**src/rtl/nts_pkg.sv**
```systemverilog
// Package for the nearest timestamp search: codes, states and control structs.
package nts_pkg;

  localparam int TV_W   = 48;  // stored and query timestamp width
  localparam int DIFF_W = 49;  // reported difference width
  localparam int IDX_W  = 10;  // reported index width
  localparam int ADJ_W  = TV_W + 1;  // timestamp plus offset
  localparam int FULL_W = TV_W + 2;  // exact query minus adjusted timestamp

  typedef enum logic [1:0] {
    ACT_LOAD  = 2'd0,
    ACT_SEEK  = 2'd1,
    ACT_CLEAR = 2'd2,
    ACT_NONE  = 2'd3
  } nts_action_t;

  typedef enum logic [1:0] {
    ST_IDLE,
    ST_SCAN,
    ST_DRAIN
  } nts_state_t;

  typedef struct packed {
    logic load;        // write item into table at fill position
    logic clear;       // empty the table
    logic seek_init;   // latch query, rewind scan
    logic issue;       // read next entry into the compare pipe
    logic emit;        // present best match
    logic emit_empty;  // present empty-table result
  } nts_cmd_t;

  typedef struct packed {
    logic count_zero;
    logic full;
    logic last_addr;   // scan address is the last loaded entry
    logic pipe_idle;   // no entry in flight in the compare pipe
  } nts_stat_t;

endpackage

```
**src/rtl/nts_ctrl.sv**
```systemverilog
// Controller state machine for the nearest timestamp search.
module nts_ctrl
  import nts_pkg::*;
(
  input  logic      clk,
  input  logic      rst_n,
  input  logic      start,
  input  logic [1:0] action,
  input  nts_stat_t stat,
  output logic      busy,
  output nts_cmd_t  cmd
);

  nts_state_t state_r, state_nxt;

  always_ff @(posedge clk) begin
    if (!rst_n) begin
      state_r <= ST_IDLE;
    end else begin
      state_r <= state_nxt;
    end
  end

  always_comb begin
    state_nxt = state_r;
    case (state_r)
      ST_IDLE: begin
        if (start && (nts_action_t'(action) == ACT_SEEK) && !stat.count_zero) begin
          state_nxt = ST_SCAN;
        end
      end
      ST_SCAN: begin
        if (stat.last_addr) begin
          state_nxt = ST_DRAIN;
        end
      end
      ST_DRAIN: begin
        if (stat.pipe_idle) begin
          state_nxt = ST_IDLE;
        end
      end
      default: state_nxt = ST_IDLE;
    endcase
  end

  always_comb begin
    cmd  = '0;
    busy = (state_r != ST_IDLE);
    case (state_r)
      ST_IDLE: begin
        if (start) begin
          case (nts_action_t'(action))
            ACT_LOAD:  cmd.load  = !stat.full;
            ACT_CLEAR: cmd.clear = 1'b1;
            ACT_SEEK: begin
              cmd.emit_empty = stat.count_zero;
              cmd.seek_init  = !stat.count_zero;
            end
            default: ;
          endcase
        end
      end
      ST_SCAN:  cmd.issue = 1'b1;
      ST_DRAIN: cmd.emit  = stat.pipe_idle;
      default: ;
    endcase
  end

endmodule

```
**config.mk**
```make
export PLATFORM = sky130hd
export DESIGN_NAME = nts_ctrl
export DESIGN_NICKNAME = d
export VERILOG_FILES = /design/src/rtl/nts_pkg.sv /design/src/rtl/nts_ctrl.sv
export SDC_FILE = /design/constraint.sdc
export NUM_CORES = 1
export LEC_CHECK = 0
export BUFFER_PORTS_ARGS = -buffer_cell sky130_fd_sc_hd__buf_2
export CORE_AREA = 2 2 39 41
export DETAILED_ROUTE_END_ITERATION = 12
export DIE_AREA = 0 0 41 43
export GPL_ROUTABILITY_DRIVEN = 0
export HOLD_SLACK_MARGIN = 0.02
export SLEW_MARGIN = 30
export SYNTH_ARGS = -nofsm -noshare
export SYNTH_HDL_FRONTEND = slang
export SYNTH_SLANG_ARGS = --single-unit
```
**constraint.sdc**
```tcl
create_clock -name clk -period 3.1 [get_ports clk]
set_clock_uncertainty 0.2 [all_clocks]
set_input_delay 0.31 -clock clk [delete_from_list [all_inputs] [get_ports clk]]
set_output_delay 0.31 -clock clk [all_outputs]
set_load 0.03 [all_outputs]
```
# == Word-level counts from Yosys, hierarchy flattened ==
# Index checks and enable logic that the tools add are counted.
# classes
n_eq_ne,7
muxes,14
n_reduce_logical,8
# ops
cell,n
two-way mux 1 bit,8
two-way mux 2 bit,3
two-way mux 3 bit,2
!= test 2 bit (second input constant),3
one-hot mux 2 bit (3 select lines),1
== test 2 x 1 -> 1 bit (second input constant),2
== test 2 bit (second input constant),2
zero test 2 bit,2
AND reduction 3 bit,1
logical AND 1 bit,2
zero test 1 bit,2
nonzero test 2 bit,1
# totals
regBits,2
output_inout_bits,7
word_cells,30

# == Longest topological paths before layout ==
# Gate-level depths: netlist of run 1.
# depth
word_depth,5
mapped_depth,2
depth_no_buf,2

# == Worst setup path before layout of run 1 ==
# OpenSTA, ideal clock, no wires.
# synth_timing
path_kind,register to output
from,register state_r[1]
to,output port cmd[4] in the netlist's numbering
arrival_ns,1.628
required_ns,2.590
path_slack_ns,0.962
stages_incl_launch_ff,3
path_buffers,0
path_cell_list,dfxtp_1 or2_2 nor4_1
# synth_lines
item,line,text
from (decl),nts_ctrl.sv:14,"nts_state_t state_r, state_nxt;"
from (signal assigned),nts_ctrl.sv:20,state_r <= state_nxt;
to (decl),nts_ctrl.sv:11,output nts_cmd_t cmd

==> metrics.md, run 1 <==
| Metric | Value |
|---|---|
| Status | `complete, no violations` |
| CP peak stage delay | `~570 ps` |
| Worst setup margin | `1106 ps` |
| Worst min-delay path class | `input pin to flip-flop` |
| Placed cell count | `50` |
| Synth Instances | `19` |
| Syn Area/Cell | `between 8 and 9 um^2` |
| Horiz. Die Dim | `slightly above 40 um` |
| Wire length per cell after detailed routing | `~8.5 um` |
| Final Max Tran Viols | `0` |
| # setup viols final | `0` |
| Worst EP arrival | `between 1000 and 1500 ps` |
| Bufs on Longest Clock Path | `2` |
| Final setup TNS | `0 ps` |
| Top flop regs | `state_r x2` |
| Synth cell types | `16` |
| Post-synth top cells | `dfxtp_1, inv_1, nand3b_1` |
| Maximum number of pins on one net before global-route repair | `7` |
| Post-synth top area share | `between 20% and 30%` |
| Crit path max fanout | `6` |
| Cell Rows | `14` |
| # hold bufs at CTS | `0` |
| Clock root buffer | `clkbuf_4` |
| Vias in the first global route | `between 150 and 200` |
| Worst Path Buf+Inv | `1` |
| Core footprint | `around 0.0014 mm^2` |
| Layout net count | `between 40 and 50` |
| Maximum VDD drop | `a little over 0.00009 V` |
| Vias | `roughly 200` |
| RSZ-0062 raised after global routing | `no` |
| Initial drt markers | `0` |
| Internal Pwr Total | `around 0.078 mW` |
| Die ar. | `roughly 0.0018 mm^2` |
| LEAKAGE | `0.1497 nW` |
| Crit path launch type | `flip-flop` |
| Tcrit/Tclk final | `approximately 64%` |
| Area of the multi-input gates | `roughly 120 um^2` |
| Setup Crit Path Kind | `flip-flop to output pin` |
| First-pass GRT wire length | `between 600 and 700 um` |
| Total global routing overflow | `0` |
| GRT Overall Usage | `around 5.7%` |
| Final hold viol count | `0` |
| Largest Register | `state_r` |
| Pre-CTS setup slack | `around 1300 ps` |
| CTS sink cnt | `2` |
| Final worst path period need | `1994 ps` |
| Combinational power share | `around 20%` |
| Synth area leader | `dfxtp_1` |
| CTS tree | `yes` |
| Avg Vias per Cell | `about 3.7` |
| Fill count | `164` |
| Buffers on Ports | `15` |
| Syn_nets | `28` |
| Die height | `between 40 and 50 um` |
| Initial antenna violation count | `0` |
| P per Cell Area | `approximately 370 mW/mm^2` |
| Setup bufs post-CTS | `0` |
| Inserted Clock Buffers | `3` |
| Reg area | `40.04 um^2` |
| Yosys reg bits | `2` |
| Post-synth EDFFs | `0` |
| Fmax | `between 500 and 600 MHz` |
| Slew @ Worst Pin | `211.7 ps` |
| CP max stage cell | `or4b_4` |
| Post-synth top flop | `dfxtp_1` |
| Area Overhead vs Synth | `71.76%` |
| Number of max-cap violations | `0` |
| Ant. Diodes | `0` |
| Cell family with most CP delay | `simple AND/OR/NAND/NOR gates` |
| Clk pin slew, worst setup/hold paths | `roughly 30 ps` |
| Largest cells by area after synthesis | `dfxtp_1, nand3b_1, or4b_4, nor3b_2, and3b_2` |
| Synth warn | `0` |
| Starting Density | `11.84%` |
| Worst setup EP type | `output pin` |
| IO Pins | `16` |
| H-tree Lvls | `1` |
| Register area share after synthesis | `between 20% and 30%` |
| Sequential share of power | `25.8%` |
| Layout cells sized above 1 | `around two thirds` |
| Post-synthesis async set-or-reset flop share | `0%` |
| Layout Cells excl Fill | `53` |
| Clock share of power | `a little over half` |
| Crit path cell chain | `or4b_4 > nor3b_2 > buf_2` |
| Req. time, crit path | `roughly 2600 ps` |
| DRT antenna net count | `0` |
| Clk_lat worst skew | `220 ps` |
| Residual DRC | `0` |
| Final WL | `roughly 450 um` |
| Relative slew slack | `a little under nine tenths` |
| Psw | `0.02632 mW` |
| Cell Area, Synth | `roughly 160 um^2` |
| First-pass DRT Iterations | `1` |
| HPWL Detailed | `349.6 um` |
| Post_cts resized | `0` |
| Number of flip-flops in the largest register | `2` |
| Net Sw Frac | `25.13%` |
==> layout by cell type, fill, tap and decap left out, drive strengths merged <==
cell type / instances
or2: 1
nand2: 1
o2bb2ai: 1
nor2: 1
buf: 15
a21boi: 1
or3b: 1
or4b: 1
nor3: 1
inv: 2
nand3b: 2
dfxtp: 2
nor2b: 1
nor3b: 1
nor4: 1
and2b: 1
clkbuf: 3
and3b: 1
==> stage by stage <==
stage	util (%)	power (mW)	instance area, um^2	hold WS, ps
global placement	18.72	0.04804	259.0	337.3
global route	20.34	0.1148	281.5	170.8
floorplan	-	0.03865	163.9	263.8
finish	20.34	0.1047	281.5	170.2
CTS	20.34	0.1096	281.5	161.8
detailed placement	18.72	0.04811	259.0	336.2
==> power by group through the flow <==
stage / logic, mW / clock network, mW / registers, mW
finish: 0.0207 / 0.0571 / 0.0270
global route: 0.0225 / 0.0652 / 0.0270
CTS: 0.0209 / 0.0617 / 0.0269
detailed placement: 0.0208 / 0 / 0.0273
global placement: 0.0208 / 0 / 0.0273
floorplan: 0.0115 / 0 / 0.0271
==> routing by layer <==
metal | vias up | GRT usage, % | wire, um
li1 | 107 | - | -
met1 | 81 | 5.112 | 191
met2 | 10 | 7.187 | 204
met3 | 0 | 3.141 | 56
met4 | 0 | 8.000 | 0
met5 | - | 0 | 0
==> cells by family (layout without fill, tap and decap cells) <==
group,count (synthesis),count (layout),share of synthesized area [%]
AOI/OAI and AO/OA,2,2,9.926
buffers and inverters,2,20,4.582
and+or+nand+nor,13,13,61.07
DFF,2,2,24.43
==> path summary, 6_finish.rpt <==
kind         startpoint         end  slack (ps)  cells after the start
max reg2reg  state_r[1]  state_r[0]        1780                      2
min reg2reg  state_r[0]  state_r[1]         340                      2
min               rst_n  state_r[1]         170                      2
max          state_r[1]      cmd[3]        1110                      3
==> area by class of cell <==
cell class | instances | area share [%]
repair buffers | 15 | 26.67
flip-flops and latches | 2 | 14.22
clock buffers | 3 | 8.000
inverters | 2 | 2.667
well taps | 16 | 7.111
multi-input cells | 15 | 41.33
No activity file was read; power rests on OpenSTA's default activity.
==> inputs of run 2 (changes only) <==
clock period = 1.95 ns   (was 3.1 ns; I/O delays follow)
==> run 2 against run 1 <==
  * Register-to-register slack worse by 1200 ps
  * Design area up 5.8%
  * Cell count unchanged
  * Critical endpoint unchanged
  * First-iteration DRC count up 6
  * Non-clock buffer count unchanged
  * Total power up 67%
  * Critical path depth unchanged
==> metrics.md, run 2 (same netlist as run 1, synthesis figures left out) <==
| Metric | Value |
|---|---|
| Wire length per cell after detailed routing | `9.151 um (+7.3%)` |
| First-pass DRT Iterations | `4 (+3)` |
| RSZ-0062 raised after global routing | `yes` |
| Area Overhead vs Synth | `81.68%` |
| Setup bufs post-CTS | `0 (unchanged)` |
| Final worst path period need | `about 1900 ps` |
| Worst r2r dst | `state_r[0]` |
| Initial drt markers | `6 (+6)` |
| First-pass GRT wire length | `765 um (+25%)` |
| R2R setup slack | `630 ps (-1150 ps)` |
| Vias | `207 (+4.5%)` |
| Setup Crit Path Kind | `flip-flop to output pin` |
| Ant. Diodes | `0 (unchanged)` |
| FF-to-FF path depth | `2 (unchanged)` |
| Starting Density | `11.84% (unchanged)` |
| Design Power | `0.1752 mW (+67%)` |
| Bufs on Longest Clock Path | `2 (unchanged)` |
| Fill count | `163 (-0.61%)` |
| Clk_lat worst skew | `230 ps (about the same)` |
| CTS tree | `yes` |
| Avg Vias per Cell | `3.906 (+4.5%)` |
| Residual DRC | `0 (unchanged)` |
| Slew @ Worst Pin | `173.9 ps (-37.80 ps)` |
| Post-DP Area | `265.3 um^2 (+2.4%)` |
| Cell family with most CP delay | `simple AND/OR/NAND/NOR gates` |
| GRT Overall Usage | `7.100% (+1.4 points)` |
| Worst setup EP type | `output pin` |
| Maximum number of pins on one net before global-route repair | `7 (unchanged)` |
| Hold Path Cell Cnt | `2 (unchanged)` |
| Layout cells sized above 1 | `70.27% (+5.4 points)` |
| Vias in the first global route | `214 (+21%)` |
| Worst Path Buf+Inv | `1 (unchanged)` |
| HPWL Detailed | `352.7 um (+0.89%)` |
| R2r startpoint | `state_r[1]` |
| Design area | `297.8 um^2 (+5.8%)` |
| Worst EP arrival | `1500 ps (+20 ps)` |
| Worst hold endpoint | `state_r[1]` |
| Inserted Clock Buffers | `3 (unchanged)` |
| # setup viols final | `0 (unchanged)` |
| Commonest non-fill, non-tap cell in the layout | `buf_2` |
| Commonest cells after routing, fill and taps aside | `buf_2, clkbuf_4, inv_1, nand3b_1, dfxtp_1` |
| Cell Rows | `14 (unchanged)` |
| CP max stage cell | `or4b_4` |
| Largest Register | `state_r` |
| Initial antenna violation count | `0 (unchanged)` |
| Final hold viol count | `0 (unchanged)` |
| CP peak stage delay | `580 ps (about the same)` |
| CTS sink cnt | `2 (unchanged)` |
| Layout net count | `48 (unchanged)` |
| Number of flip-flops in the largest register | `2 (unchanged)` |
| Crit path launch type | `flip-flop` |
| Die height | `43 um (unchanged)` |
| Worst min-delay path class | `input pin to flip-flop` |
| Final Max Tran Viols | `0 (unchanged)` |
| Die ar. | `0.001763 mm^2 (unchanged)` |
| Core footprint | `0.001384 mm^2 (unchanged)` |
| Number of max-cap violations | `0 (unchanged)` |
| IO Pins | `16 (unchanged)` |
| P per Cell Area | `588.3 mW/mm^2 (+58%)` |
| Maximum VDD drop | `0.0001366 V (+49%)` |
| Status | `complete, no violations` |
| Relative slew slack | `88.31% (+2.6 points)` |
| # hold bufs at CTS | `0 (unchanged)` |
| H-tree Lvls | `1 (unchanged)` |
| Buffers on Ports | `15 (unchanged)` |
| LEAKAGE | `0.1509 nW (+0.83%)` |
| Post_cts resized | `0 (unchanged)` |
| Clk pin slew, worst setup/hold paths | `30 ps (about the same)` |
| Hold_sp | `rst_n` |
| Horiz. Die Dim | `41 um (unchanged)` |
| Total global routing overflow | `0 (unchanged)` |
| Crit path max fanout | `6 (unchanged)` |
| Req. time, crit path | `1550 ps (-1040 ps)` |
| Final WL | `485 um (+7.3%)` |
| Crit path cell chain | `or4b_4 > nor3b_2 > clkbuf_4` |
| Fmax | `roughly 530 MHz` |
| Top flop regs | `state_r x2` |
| Clock root buffer | `clkbuf_4` |
| DRT antenna net count | `0 (unchanged)` |
| Tcrit/Tclk final | `97.43%` |
==> run 2: through the flow <==
step,cells,setup TNS (ps),util (%),hold slack (ps),setup slack [ps]
floorplan,19,0,-,148.8,16.55
global placement,50,0,19.17,276.4,310.0
detailed placement,50,0,19.17,279.8,301.2
CTS,53,0,20.80,37.77,43.87
global route,53,-6.904,21.52,49.09,-6.904
finish,53,0,21.52,41.55,50.17
==> run 2: cell type report <==
cell class              instances  area, um^2  share of cell area [%]
inverters                       2       7.507                   2.521
well taps                      16       20.02                   6.723
repair buffers                 15       80.08                   26.89
flip-flops and latches          2       40.04                   13.45
clock buffers                   3       22.52                   7.563
multi-input cells              15       127.6                   42.86
==> run 2: layer usage <==
| layer | track usage [%] | share of wire (%) |
|---|---|---|
| met3 | 1.571 | 7.0 |
| met2 | 10.31 | 55 |
| met4 | 10.00 | 2.9 |
| met5 | 0 | 0 |
| met1 | 6.349 | 34 |
==> run 2: how the worst max path moves through the flow <==
stage / startpoint / end / slack, ps / depth (start not counted)
2_1_floorplan: state_r[1] / cmd[5] / 20 / 2
3_3_place_gp: state_r[1] / cmd[3] / 310 / 3
3_5_place_dp: state_r[1] / cmd[3] / 300 / 3
4_1_cts: state_r[1] / cmd[3] / 40 / 3
5_1_grt: state_r[1] / cmd[3] / -7 / 3
6_report: state_r[1] / cmd[3] / 50 / 3
==> run 2: power by group <==
part           switching (mW)  internal [mW]
combinational          0.0195         0.0159
clock                  0.0286         0.0683
sequential           0.000840         0.0420
total                  0.0490          0.126
